`config.mk`:
```
export PLATFORM = sky130hd
export DESIGN_NAME = bcfac_front
export DESIGN_NICKNAME = d
export VERILOG_FILES = /design/src/rtl/bcfac_pkg.sv /design/src/rtl/bcfac_front.sv
export SDC_FILE = /design/constraint.sdc
export NUM_CORES = 1
export LEC_CHECK = 0
export ABC_AREA = 0
export BUFFER_PORTS_ARGS = -buffer_cell sky130_fd_sc_hd__buf_2
export CAP_MARGIN = 20
export CELL_PAD_IN_SITES_DETAIL_PLACEMENT = 1
export CELL_PAD_IN_SITES_GLOBAL_PLACEMENT = 1
export CORE_MARGIN = 2
export CORE_UTILIZATION = 40
export DETAILED_ROUTE_END_ITERATION = 7
export PLACE_DENSITY = 0.85
export SLEW_MARGIN = 5
export SYNTH_ARGS = -nofsm -noshare
export SYNTH_HDL_FRONTEND = slang
export SYNTH_SLANG_ARGS = --single-unit
```
`constraint.sdc`:
```
create_clock -name clk -period 4.1 [get_ports clk]
set_input_delay 0.205 -clock clk [delete_from_list [all_inputs] [get_ports clk]]
set_output_delay 0.205 -clock clk [all_outputs]
set_load 0.005 [all_outputs]
```
`src/rtl/bcfac_pkg.sv`:
```
// Shared types, constants and frame helpers for the boot command framer.
package bcfac_pkg;

  typedef struct packed {
    logic        kind;
    logic [2:0]  cmd_index;
    logic [15:0] payload_len;
    logic [7:0]  data_byte;
    logic        last;
  } cmd_t;

  typedef struct packed {
    logic       result_kind;
    logic [7:0] tx_byte;
    logic [1:0] status;
    logic       last_of_run;
  } res_t;

  typedef enum logic [1:0] {
    ST_OK,
    ST_MISMATCH,
    ST_BADCMD,
    ST_IDLEACK
  } status_t;

  typedef enum logic [1:0] {
    PH_IDLE,
    PH_SEND,
    PH_ALEN,
    PH_BODY
  } phase_t;

  typedef enum logic [4:0] {
    SL_LEN0, SL_LEN1, SL_LEN2, SL_LEN3,
    SL_MAG0, SL_MAG1,
    SL_CODE0, SL_CODE1,
    SL_SIZE0, SL_SIZE1,
    SL_DATA,
    SL_SUM0, SL_SUM1,
    SL_TMAG0, SL_TMAG1,
    SL_EA0, SL_EA1,
    SL_STAT
  } slot_t;

  localparam int unsigned NumSlots = 18;

  localparam logic [2:0]  CMD_COUNT  = 3'd6;
  localparam logic [7:0]  MAGIC_HDR  = 8'd2;
  localparam logic [7:0]  MAGIC_TAIL = 8'd3;
  localparam logic [7:0]  TAIL_MARK  = 8'hEA;
  localparam logic [16:0] HDR_BYTES  = 17'd10;

  typedef struct packed {
    logic [11:0] code;
    logic        ext_tail;
    logic        no_ack;
  } entry_t;

  typedef struct packed {
    logic        hdr;
    logic [15:0] size;
    logic [11:0] code;
    logic        has_byte;
    logic [7:0]  data;
    logic        tail;
    logic [15:0] sum;
    logic        ext_tail;
    logic        stat;
    status_t     status;
  } job_t;

  typedef struct packed {
    logic  found;
    slot_t slot;
  } slot_hit_t;

  function automatic entry_t cmd_lookup(logic [2:0] idx);
    entry_t e;
    e = '0;
    unique case (idx)
      3'd0:    e = '{code: 12'h086, ext_tail: 1'b1, no_ack: 1'b0};
      3'd1:    e = '{code: 12'h204, ext_tail: 1'b1, no_ack: 1'b0};
      3'd2:    e = '{code: 12'h205, ext_tail: 1'b0, no_ack: 1'b0};
      3'd3:    e = '{code: 12'h208, ext_tail: 1'b1, no_ack: 1'b1};
      3'd4:    e = '{code: 12'h802, ext_tail: 1'b1, no_ack: 1'b0};
      3'd5:    e = '{code: 12'h804, ext_tail: 1'b0, no_ack: 1'b0};
      default: e = '0;
    endcase
    return e;
  endfunction

  function automatic logic slot_en(job_t j, slot_t s);
    logic en;
    priority if (s <= SL_SIZE1) en = j.hdr;
    else if (s == SL_DATA)      en = j.has_byte;
    else if (s <= SL_TMAG1)     en = j.tail;
    else if (s <= SL_EA1)       en = j.tail & j.ext_tail;
    else if (s == SL_STAT)      en = j.stat;
    else                        en = 1'b0;
    return en;
  endfunction

  function automatic slot_hit_t slot_find(job_t j, logic [4:0] from);
    slot_hit_t h;
    h = '0;
    for (int i = NumSlots - 1; i >= 0; i--) begin
      if ((5'(i) >= from) && slot_en(j, slot_t'(5'(i)))) begin
        h.found = 1'b1;
        h.slot  = slot_t'(5'(i));
      end
    end
    return h;
  endfunction

  function automatic res_t slot_result(job_t j, slot_t s);
    res_t        r;
    logic [16:0] total;
    total = {1'b0, j.size} + HDR_BYTES;
    r = '0;
    unique case (s)
      SL_LEN0:  r.tx_byte = total[7:0];
      SL_LEN1:  r.tx_byte = total[15:8];
      SL_LEN2:  r.tx_byte = {7'd0, total[16]};
      SL_LEN3:  r.tx_byte = 8'd0;
      SL_MAG0:  r.tx_byte = MAGIC_HDR;
      SL_MAG1:  r.tx_byte = 8'd0;
      SL_CODE0: r.tx_byte = j.code[7:0];
      SL_CODE1: r.tx_byte = {4'd0, j.code[11:8]};
      SL_SIZE0: r.tx_byte = j.size[7:0];
      SL_SIZE1: r.tx_byte = j.size[15:8];
      SL_DATA:  r.tx_byte = j.data;
      SL_SUM0:  r.tx_byte = j.sum[7:0];
      SL_SUM1:  r.tx_byte = j.sum[15:8];
      SL_TMAG0: r.tx_byte = MAGIC_TAIL;
      SL_TMAG1: r.tx_byte = 8'd0;
      SL_EA0:   r.tx_byte = TAIL_MARK;
      SL_EA1:   r.tx_byte = TAIL_MARK;
      SL_STAT: begin
        r.result_kind = 1'b1;
        r.status      = j.status;
      end
      default:  r = '0;
    endcase
    return r;
  endfunction

endpackage

```
`src/rtl/bcfac_front.sv`:
```
// Front end: accepts items, tracks command and ack phase, issues burst jobs.
module bcfac_front (
  input  logic               clk,
  input  logic               rst,
  input  logic               cmd_valid,
  output logic               cmd_ready,
  input  bcfac_pkg::cmd_t    cmd,
  input  logic               q_full,
  output logic               push,
  output bcfac_pkg::job_t    job
);

  bcfac_pkg::phase_t phase, phase_next;
  logic [15:0] sum, sum_next;
  logic [11:0] sent_code, sent_code_next;
  logic        ext_tail, ext_tail_next;
  logic        no_ack, no_ack_next;
  logic [31:0] ack_len, ack_len_next;
  logic [1:0]  alen_cnt, alen_cnt_next;
  logic [29:0] body_len, body_len_next;
  logic [31:0] body_cnt, body_cnt_next;
  logic [15:0] ack_code, ack_code_next;

  logic              acc;
  logic              in_idle;
  logic              bad_idx;
  logic              size_zero;
  bcfac_pkg::entry_t entry;
  logic [15:0]       sum_start;
  logic [15:0]       sum_after;
  logic [15:0]       tail_sum;
  logic              finish;
  logic              noack_eff;
  logic              long_eff;
  logic [11:0]       code_eff;
  logic [31:0]       len_new;
  logic [31:0]       len_round;
  logic [29:0]       blen_new;
  logic [15:0]       code_new;
  logic [31:0]       body_cnt_inc;
  logic              body_done;
  logic              match_alen;
  logic              match_body;

  assign cmd_ready    = !q_full;
  assign acc          = cmd_valid && cmd_ready;
  assign in_idle      = (phase == bcfac_pkg::PH_IDLE);
  assign entry        = bcfac_pkg::cmd_lookup(cmd.cmd_index);
  assign bad_idx      = (cmd.cmd_index >= bcfac_pkg::CMD_COUNT);
  assign size_zero    = (cmd.payload_len == 16'd0);
  assign sum_start    = cmd.payload_len + {4'd0, entry.code};
  assign sum_after    = (in_idle ? sum_start : sum) + {8'd0, cmd.data_byte};
  assign tail_sum     = (in_idle && size_zero) ? sum_start : sum_after;
  assign finish       = in_idle ? (size_zero || cmd.last) : cmd.last;
  assign noack_eff    = in_idle ? entry.no_ack : no_ack;
  assign long_eff     = in_idle ? entry.ext_tail : ext_tail;
  assign code_eff     = in_idle ? entry.code : sent_code;
  assign len_new      = ack_len | (32'(cmd.data_byte) << {alen_cnt, 3'b000});
  assign len_round    = len_new + 32'd3;
  assign blen_new     = len_round[31:2];
  assign body_cnt_inc = body_cnt + 32'd1;
  assign body_done    = (body_cnt_inc == {body_len, 2'b00});
  assign match_alen   = (ack_code == {4'd0, sent_code});
  assign match_body   = (code_new == {4'd0, sent_code});

  always_comb begin
    priority if (body_cnt == 32'd2) code_new = {ack_code[15:8], cmd.data_byte};
    else if (body_cnt == 32'd3)     code_new = {cmd.data_byte, ack_code[7:0]};
    else                            code_new = ack_code;
  end

  always_comb begin
    phase_next = phase;
    if (acc) begin
      unique case (phase)
        bcfac_pkg::PH_IDLE: begin
          if (!cmd.kind && !bad_idx) begin
            if (finish) begin
              phase_next = noack_eff ? bcfac_pkg::PH_IDLE : bcfac_pkg::PH_ALEN;
            end else begin
              phase_next = bcfac_pkg::PH_SEND;
            end
          end
        end
        bcfac_pkg::PH_SEND: begin
          if (!cmd.kind && cmd.last) begin
            phase_next = noack_eff ? bcfac_pkg::PH_IDLE : bcfac_pkg::PH_ALEN;
          end
        end
        bcfac_pkg::PH_ALEN: begin
          if (cmd.kind && (alen_cnt == 2'd3)) begin
            phase_next = (blen_new == 30'd0) ? bcfac_pkg::PH_IDLE : bcfac_pkg::PH_BODY;
          end
        end
        bcfac_pkg::PH_BODY: begin
          if (cmd.kind && body_done) begin
            phase_next = bcfac_pkg::PH_IDLE;
          end
        end
        default: phase_next = bcfac_pkg::PH_IDLE;
      endcase
    end
  end

  always_comb begin
    push           = 1'b0;
    job            = '0;
    sum_next       = sum;
    sent_code_next = sent_code;
    ext_tail_next  = ext_tail;
    no_ack_next    = no_ack;
    ack_len_next   = ack_len;
    alen_cnt_next  = alen_cnt;
    body_len_next  = body_len;
    body_cnt_next  = body_cnt;
    ack_code_next  = ack_code;
    if (acc) begin
      if (!cmd.kind) begin
        priority if (in_idle && bad_idx) begin
          push       = 1'b1;
          job.stat   = 1'b1;
          job.status = bcfac_pkg::ST_BADCMD;
        end else if (in_idle || (phase == bcfac_pkg::PH_SEND)) begin
          push         = 1'b1;
          job.hdr      = in_idle;
          job.size     = cmd.payload_len;
          job.code     = code_eff;
          job.has_byte = !(in_idle && size_zero);
          job.data     = cmd.data_byte;
          if (in_idle) begin
            sent_code_next = entry.code;
            ext_tail_next  = entry.ext_tail;
            no_ack_next    = entry.no_ack;
          end
          sum_next = tail_sum;
          if (finish) begin
            job.tail     = 1'b1;
            job.sum      = tail_sum;
            job.ext_tail = long_eff;
            if (noack_eff) begin
              job.stat   = 1'b1;
              job.status = bcfac_pkg::ST_OK;
            end else begin
              ack_len_next  = 32'd0;
              alen_cnt_next = 2'd0;
              ack_code_next = {4'd0, code_eff};
            end
          end
        end else begin
          push = 1'b0;
        end
      end else begin
        unique case (phase)
          bcfac_pkg::PH_ALEN: begin
            ack_len_next  = len_new;
            alen_cnt_next = alen_cnt + 2'd1;
            if (alen_cnt == 2'd3) begin
              body_len_next = blen_new;
              body_cnt_next = 32'd0;
              if (blen_new == 30'd0) begin
                push       = 1'b1;
                job.stat   = 1'b1;
                job.status = match_alen ? bcfac_pkg::ST_OK : bcfac_pkg::ST_MISMATCH;
              end
            end
          end
          bcfac_pkg::PH_BODY: begin
            ack_code_next = code_new;
            body_cnt_next = body_cnt_inc;
            if (body_done) begin
              push       = 1'b1;
              job.stat   = 1'b1;
              job.status = match_body ? bcfac_pkg::ST_OK : bcfac_pkg::ST_MISMATCH;
            end
          end
          default: begin
            push       = 1'b1;
            job.stat   = 1'b1;
            job.status = bcfac_pkg::ST_IDLEACK;
          end
        endcase
      end
    end
  end

  always_ff @(posedge clk) begin
    if (rst) begin
      phase     <= bcfac_pkg::PH_IDLE;
      sum       <= '0;
      sent_code <= '0;
      ext_tail  <= 1'b0;
      no_ack    <= 1'b0;
      ack_len   <= '0;
      alen_cnt  <= '0;
      body_len  <= '0;
      body_cnt  <= '0;
      ack_code  <= '0;
    end else begin
      phase     <= phase_next;
      sum       <= sum_next;
      sent_code <= sent_code_next;
      ext_tail  <= ext_tail_next;
      no_ack    <= no_ack_next;
      ack_len   <= ack_len_next;
      alen_cnt  <= alen_cnt_next;
      body_len  <= body_len_next;
      body_cnt  <= body_cnt_next;
      ack_code  <= ack_code_next;
    end
  end

endmodule

```
# Word-level counts from Yosys, hierarchy flattened
# Index checks and enable logic that the tools add are counted.
# word_totals
regBits,144
# classes
shift,1
n_bitwise,3
muxes,59
reduce_logical,26
add_sub_neg,5
eq_ne,23
magnitude_cmp,1
# op_table
cell,count
32-bit 2-to-1 mux,7
16-bit 2-to-1 mux,10
59-bit 2-to-1 mux,2
56-bit 2-to-1 mux,2
14-bit one-hot mux with 6 select lines,1
"32-bit by 2-bit equality test with 1-bit output, second input constant",2
32-bit one-hot mux with 2 select lines,1
"32-bit by 1-bit adder with 32-bit output, second input constant",1
"32-bit by 2-bit adder with 32-bit output, second input constant",1
16-bit by 12-bit equality test with 1-bit output,2
32-bit equality test,1
32-bit OR,1
8-bit by 5-bit << shifter with 32-bit output,1
30-bit logical NOT,1
2-bit 2-to-1 mux,13
21-bit 2-to-1 mux,1
3-bit 2-to-1 mux,6
16-bit by 12-bit adder with 16-bit output,1
16-bit by 8-bit adder with 16-bit output,1
16-bit logical NOT,1
1-bit 2-to-1 mux,12
12-bit 2-to-1 mux,1
"2-bit inequality test, second input constant",6
4-bit AND reduction,3
20 further kinds,40

# Depth between registers and ports, before layout
# Gate-level depths: netlist of run 1.
# depth
ltp_word,11
mapped_depth,21

# Least setup slack after synthesis of run 1
# OpenSTA, ideal clock, no wires.
# synth_timing
path_type,register to output
startpoint,register phase[1]
endpoint,output port job[18] (netlist bit)
path_slack_ns,-0.356
path_buffers,6
arrival_time_ns,4.251
path_stages_with_launch,21
t_required_ns,3.895
path_cell_list,dfxtp_1 or2_2 clkbuf_1 clkbuf_1 buf_1 clkbuf_1 clkbuf_1 clkbuf_1 nand2_1 nand2_1 ha_1 inv_1 fa_1 nor2b_1 o21ai_0 a21oi_1 o41a_1 nand3_1 or3b_2 xnor2_1 nor2b_1
# synth_rtl
item,line_no,rtl
from (decl),bcfac_front.sv:13,"bcfac_pkg::phase_t phase, phase_next;"
from (signal assigned),bcfac_front.sv:188,phase <= bcfac_pkg::PH_IDLE;
from (signal assigned),bcfac_front.sv:199,phase <= phase_next;
to (decl),bcfac_front.sv:10,output bcfac_pkg::job_t job

==> flow_metrics.py, run 1 <==
metrics = {
    "sta": {
        "fin_ws_ns": -0.0296,
        "setup_viol": 1,
        "skew_ns": 0.0150,
        "hold_violations": 0,
        "fmax_mhz": 242,
        "finalMaxSlewViolations": 0,
        "min_period_ns": 4.13,
        "fin_tns_setup_ns": -0.0296,
        "worst-slew-pin-transition_ns": 1.16,
        "slew_headroom_pct": 21.6,
        "period_share_pct": 101,
    },
    "grt": {
        "antenna_found_initial": 0,
        "grt_pass1_vias": 13111,
        "grt_max_degree": 98,
        "grt_pass1_wl_mm": 71.2,
        "grtUsageTotal_pct": 30.5,
        "gr-total-overflow": 0,
    },
    "drt": {
        "drc": 0,
        "dr.pass1.iters": 7,
        "drt_iter0_markers": 939,
        "ant_nets": 0,
        "vias": 13043,
        "avgViaCountPerCell": 6.23,
        "wire_per_inst_microns": 22.3,
        "drt-total-wl_mm": 46.6,
    },
    "logic_synthesis": {
        "ys_seq_area_share_pct": 25.4,
        "synth_edf_count": 0,
        "yosysWarnings": 0,
        "synth_seq_cells": 144,
        "netlist_area_sq_um": 11300,
        "ys.flop_type": "dfxtp_1",
        "synth_top_area_share_pct": 25.4,
        "synthTopCellsByArea": "dfxtp_1 (25%), a21oi_1 (6.5%), nor2_1 (6.3%)",
        "syn_area_per_cell_sq_um": 7.09,
        "syn_inst": 1598,
        "synth_top_area_cell": "dfxtp_1",
        "ys_types": 87,
        "synth_fp_nets": 1654,
        "async_flop_share_pct": 0,
    },
    "setup_path": {
        "rrSetupSlack_ns": 0.81,
        "critical_path.max_stage_delay_ns": 0.79,
        "cpMaxStageDelayCell": "or4_4",
        "rr_endpoint": "ack_code[0]$_SDFFE_PP0P_",
        "end_kind": "output pin",
        "worst-path-max-fanout": 13,
        "path_cells": "nor4_1, nand4_1, or4_4, mux2i_1, a22o_1, a221oi_1, and3_1, o21ai_2, o2bb2ai_1, buf_2",
        "arrival_ns": 3.92,
        "crit_path_start_kind": "register",
        "crit_required_ns": 3.89,
        "r2r_cells": 6,
        "r2r-start": "body_cnt[27]$_SDFFE_PP0P_",
        "crit_type": "reg -> out",
    },
    "pwr": {
        "powerDensity_nw_per_um2": 338,
        "p_total_uw": 4610,
        "ir_drop_uv": 298,
        "power_leakage_uw": 0.00546,
    },
    "floorplan": {
        "row_count": 61,
        "die_w_microns": 172,
        "ioPinCount": 94,
        "start_util_pct": 40.7,
        "fp.dieH_microns": 172,
        "fp.coreArea_sq_um": 27900,
        "dieArea_sq_um": 29700,
    },
    "outcome": {
        "violations": "setup timing",
        "status": "finished, violations left",
    },
    "finish": {
        "n_antenna_cell": 0,
        "layout.nets": 1759,
        "final_util_pct": 49.0,
        "multi_input_area_sq_um": 8090,
        "seq_area_sq_um": 2900,
        "synthToLayoutAreaGrowth_pct": 20.4,
        "final_cell_mix": "nor2_1 (186), nand2_1 (177), a21oi_1 (143)",
        "layout-drive-gt1-share_pct": 20.7,
        "layoutNonFillerInstCount": 2094,
        "layout_commonest_cell": "nor2_1",
        "fin_area_sq_um": 13600,
        "fillers": 3531,
    },
    "clock_network": {
        "clock_path_buffers": 2,
        "postCtsHoldBufs": 0,
        "cts_tree": "done",
        "cts_max_level": 4,
        "insertion_delay_ns": 0.44,
        "root_buffer": "clkbuf_16",
        "cts_num_sinks": 144,
        "cts_buffers": 17,
        "clk_pin_slew_ns": 0.07,
    },
    "worst_hold_path": {
        "hold_end": "no_ack$_SDFFE_PP0P_",
        "hold_path_startpoint": "rst",
        "hold_path_class": "in -> reg",
        "min_path_cells": 2,
    },
    "flow_run": {
        "drv_cap": 0,
    },
    "placed_design": {
        "numPortBuffers": 93,
        "hpwl_mm": 33.0,
        "dpl.cell_count": 2045,
        "placed_area_sq_um": 12500,
        "place_congestion": 0.954,
    },
}
==> per-layer routing <==
layer | global-route usage [%] | up-vias | wire, microns
met5 | 0 | - | 0
met4 | 16.0 | 0 | 2430
met3 | 4.46 | 155 | 2980
met2 | 52.0 | 542 | 22000
met1 | 37.4 | 6401 | 19200
li1 | - | 5945 | -
==> state kept, by name (all words and copies together), names as in the netlist <==
signal and flops:
ack_len 32, alen_cnt 2, body_cnt 32, body_len 30, phase 2, no_ack 1, ack_code 16, sum 16
ext_tail 1, sent_code 12
==> critical path: cells and delay by family, from the launching register on <==
family                 cells  cell delay, ns
flip-flops                 1            0.41
buffers and inverters      1            0.14
multiplexers               1            0.16
AO/OA/AOI/OAI              4            0.67
AND/OR/NAND/NOR            4            2.10
==> cells in the mapped netlist (6+ instances only) <==
| cell | n |
|---|---|
| buf_1 | 8 |
| a22oi_1 | 25 |
| nor2b_1 | 19 |
| nand2b_1 | 14 |
| mux2i_1 | 25 |
| or2_2 | 9 |
| o21a_1 | 8 |
| or4_1 | 14 |
| a21oi_1 | 147 |
| o211ai_1 | 6 |
| nor4_1 | 35 |
| nand3_1 | 72 |
| and3_1 | 17 |
| nor3b_1 | 6 |
| xnor2_1 | 62 |
| buf_2 | 19 |
| nand3b_1 | 11 |
| nor3_1 | 45 |
| nor2_1 | 191 |
| dfxtp_1 | 144 |
| xor2_1 | 33 |
| o22ai_1 | 13 |
| a211oi_1 | 17 |
| buf_6 | 6 |
| nand4_1 | 25 |
| o21ai_0 | 64 |
| ha_1 | 21 |
| a31oi_1 | 21 |
| inv_1 | 43 |
| clkbuf_1 | 92 |
| nand2_1 | 181 |
| a21o_1 | 25 |
| o31ai_1 | 10 |
| and2_1 | 32 |
| and4_1 | 11 |
| a2bb2oi_1 | 10 |
| or3_1 | 12 |
==> logic make-up (layout without fill, tap and decap cells) <==
kind of cell    count (synthesis)  after routing  share of synthesized area, %
mux                            30             30                          2.71
simple gates                  724            724                          32.2
fa+ha+maj                      23             23                          2.67
buf+inv                       172            290                          6.40
flops                         144            144                          25.4
compound gates                409            409                          23.1
xor+xnor                       96             96                          7.49
==> cell type report <==
class	instances	area share, %
tap	378	3.47
sequential	144	21.3
timing repair buffer	214	10.2
clock inverter	11	1.13
clock buffer	21	3.45
multi-input combinational	1282	59.3
inverter	44	1.21
==> stage by stage <==
stage               hold slack (ns)  setup WS, ns
floorplan                     0.432        0.0988
global placement              0.441        0.0583
detailed placement            0.451      -0.00787
CTS                           0.114       0.00809
global route                  0.126        -0.117
finish                        0.114       -0.0296
==> report_power, final <==
part / internal, uW / switching [uW]
clock: 1010 / 686
sequential: 1430 / 34.1
combinational: 516 / 932
==> worst max-delay path by stage <==
stage                                    startpoint  endpoint  slack, ns  cells past startpoint
final                     body_cnt[27]$_SDFFE_PP0P_    job[0]      -0.03                     10
after global routing      body_cnt[27]$_SDFFE_PP0P_    job[0]      -0.12                     10
after CTS                                   cmd[26]   job[18]      0.008                     17
after detailed placement                    cmd[27]   job[15]     -0.008                     19
after global placement     alen_cnt[1]$_SDFFE_PP0P_    job[2]       0.06                     12
after floorplan               phase[1]$_SDFFE_PP0P_   job[18]        0.1                     20
==> what timing repair did <==
| action | 4_1_cts | 5_1_grt |
|---|---|---|
| pin swaps | 5 | 29 |
| setup endpoints to repair | 4 | 9 |
| hold endpoints to repair | 0 | 0 |
| resized for setup | 36 | 62 |
| buffers inserted | 1 | 16 |
(Power assumes the default switching activity.)
==> inputs of run 2 (changes only) <==
- MAX_ROUTING_LAYER: unset -> met4
==> run 2 against run 1 <==
Compared with the run above: wire length increased by 1.2%; critical path depth increased by 1; the run now ends clean; clock-buffer cell count decreased by 4; global-route usage increased by 1.6 points; maximum frequency increased by 0.73%.
==> flow_metrics.py, run 2 (synthesized netlist as in run 1, its figures left out) <==
metrics = {
    "floorplan": {
        "fp.dieH_microns": 172,
        "ioPinCount": 94,
        "row_count": 61,
        "dieArea_sq_um": 29700,
        "start_util_pct": 40.7,
        "fp.coreArea_sq_um": 27900,
        "die_w_microns": 172,
    },
    "setup_path": {
        "crit_required_ns": 3.89,
        "crit_path_start_kind": "register",
        "worst-path-max-fanout": 5,
        "end_kind": "output pin",
        "arrival_ns": 3.89,
        "crit_type": "reg -> out",
        "rrSetupSlack_ns": 0.71,
    },
    "sta": {
        "period_share_pct": 100,
        "rsz0062_at_grt": "true",
        "finalMaxSlewViolations": 0,
        "skew_ns": 0.0157,
        "fin_ws_ns": 0.000151,
        "worst-slew-pin-transition_ns": 1.10,
        "fmax_mhz": 244,
        "hold_violations": 0,
        "setup_viol": 0,
        "min_period_ns": 4.10,
        "slew_headroom_pct": 25.8,
    },
    "finish": {
        "layoutNonFillerInstCount": 2105,
        "layout.nets": 1770,
        "fin_area_sq_um": 13700,
        "fillers": 3522,
        "synthToLayoutAreaGrowth_pct": 20.9,
        "n_antenna_cell": 0,
        "final_util_pct": 49.2,
        "seq_area_sq_um": 2920,
        "final_cell_mix": "nor2_1 (186), nand2_1 (177), a21oi_1 (144)",
        "multi_input_area_sq_um": 8050,
        "layout_commonest_cell": "nor2_1",
        "reg_top3": "ack_len x32, body_cnt x32, body_len x30",
        "layout-drive-gt1-share_pct": 21.2,
    },
    "placed_design": {
        "hpwl_mm": 32.9,
        "dpl.cell_count": 2045,
        "numPortBuffers": 93,
        "place_congestion": 0.980,
        "placed_area_sq_um": 12500,
        "dp_slack_ns": 0.00341,
    },
    "flow_run": {
        "drv_cap": 0,
    },
    "grt": {
        "grt_pass1_wl_mm": 72.5,
        "grt_pass1_vias": 13245,
        "grtUsageTotal_pct": 32.2,
        "grt_max_degree": 91,
        "antenna_found_initial": 0,
        "gr-total-overflow": 0,
    },
    "clock_network": {
        "cts_tree": "done",
        "cts_num_sinks": 144,
        "postCtsHoldBufs": 0,
        "clock_path_buffers": 2,
        "clk_pin_slew_ns": 0.08,
        "insertion_delay_ns": 0.45,
        "cts_buffers": 17,
        "root_buffer": "clkbuf_16",
        "cts_max_level": 4,
    },
    "drt": {
        "avgViaCountPerCell": 6.25,
        "dr.pass1.iters": 7,
        "vias": 13152,
        "wire_per_inst_microns": 22.4,
        "drt_iter0_markers": 1062,
        "ant_nets": 0,
        "drc": 0,
        "drt-total-wl_mm": 47.2,
    },
    "worst_hold_path": {
        "hold_path_class": "in -> reg",
    },
    "pwr": {
        "powerDensity_nw_per_um2": 337,
        "power_leakage_uw": 0.00544,
        "ir_drop_uv": 316,
    },
    "outcome": {
        "status": "finished clean",
    },
}
-- run 2: cell types whose count changed in the layout (fill, tap and decap cells not counted), sizes merged --
cell and change:
clkbuf -4, buf +11, clkinvlp +2, inv +2
-- run 2: worst paths after layout --
| path | from | endpoint | cells after the start |
|---|---|---|---|
| max | body_cnt[1]$_SDFFE_PP0P_ | job[0] | 11 |
| max reg2reg | phase[0]$_SDFFE_PP0P_ | sum[12]$_SDFFE_PP0P_ | 17 |
| min | rst | sent_code[3]$_SDFFE_PP0P_ | 2 |
| min reg2reg | ack_len[18]$_SDFFE_PP0P_ | ack_len[18]$_SDFFE_PP0P_ | 2 |
-- run 2: routing by layer --
layer	up-vias	GRT usage [%]	part of all wire, %
li1	5966	-	-
met1	6453	38.1	41
met2	572	54.0	48
met3	161	4.49	6.3
met4	0	15.4	4.4
met5	-	-	0
-- run 2: final cells by class --
| class | count | share of cell area [%] |
|---|---|---|
| multi-input cells | 1282 | 58.8 |
| flip-flops and latches | 144 | 21.3 |
| repair buffers | 225 | 10.8 |
| well taps | 378 | 3.45 |
| clock buffers | 17 | 3.11 |
| clock inverters | 15 | 1.33 |
| inverters | 44 | 1.21 |
-- run 2: per-stage QoR --
| stage | power, uW | hold WS [ns] | TNS, ns |
|---|---|---|---|
| 6_report | 4610 | 0.149 | 0 |
| 2_1_floorplan | 2390 | 0.432 | 0 |
| 4_1_cts | 4500 | 0.149 | 0 |
| 3_3_place_gp | 2770 | 0.442 | 0 |
| 3_5_place_dp | 2810 | 0.456 | 0 |
| 5_1_grt | 4780 | 0.165 | -0.152 |
-- run 2: what timing repair did --
action                                 4_1_cts  5_1_grt
buffers inserted                             4       25
endpoints found under the hold margin        0        0
setup endpoints to repair                    4       10
pin swaps                                    7       31
gates resized for setup                     39       65
-- run 2: critical path, cell delays in order, from the launching register on --
cell       delay [ns]
dfxtp_4          0.37
ha_4             0.15
nand3_4          0.09
or4_4            0.64
buf_6            0.16
or3_4            0.31
o21a_1           0.12
or4_1            0.53
or4_4            0.61
o21ai_2          0.18
o2bb2ai_2        0.13
buf_2            0.14
-- run 2: power by group --
part | internal (uW) | switching [uW]
combinational | 524 | 936
clock | 965 | 728
sequential | 1430 | 32.9
total | 2920 | 1700
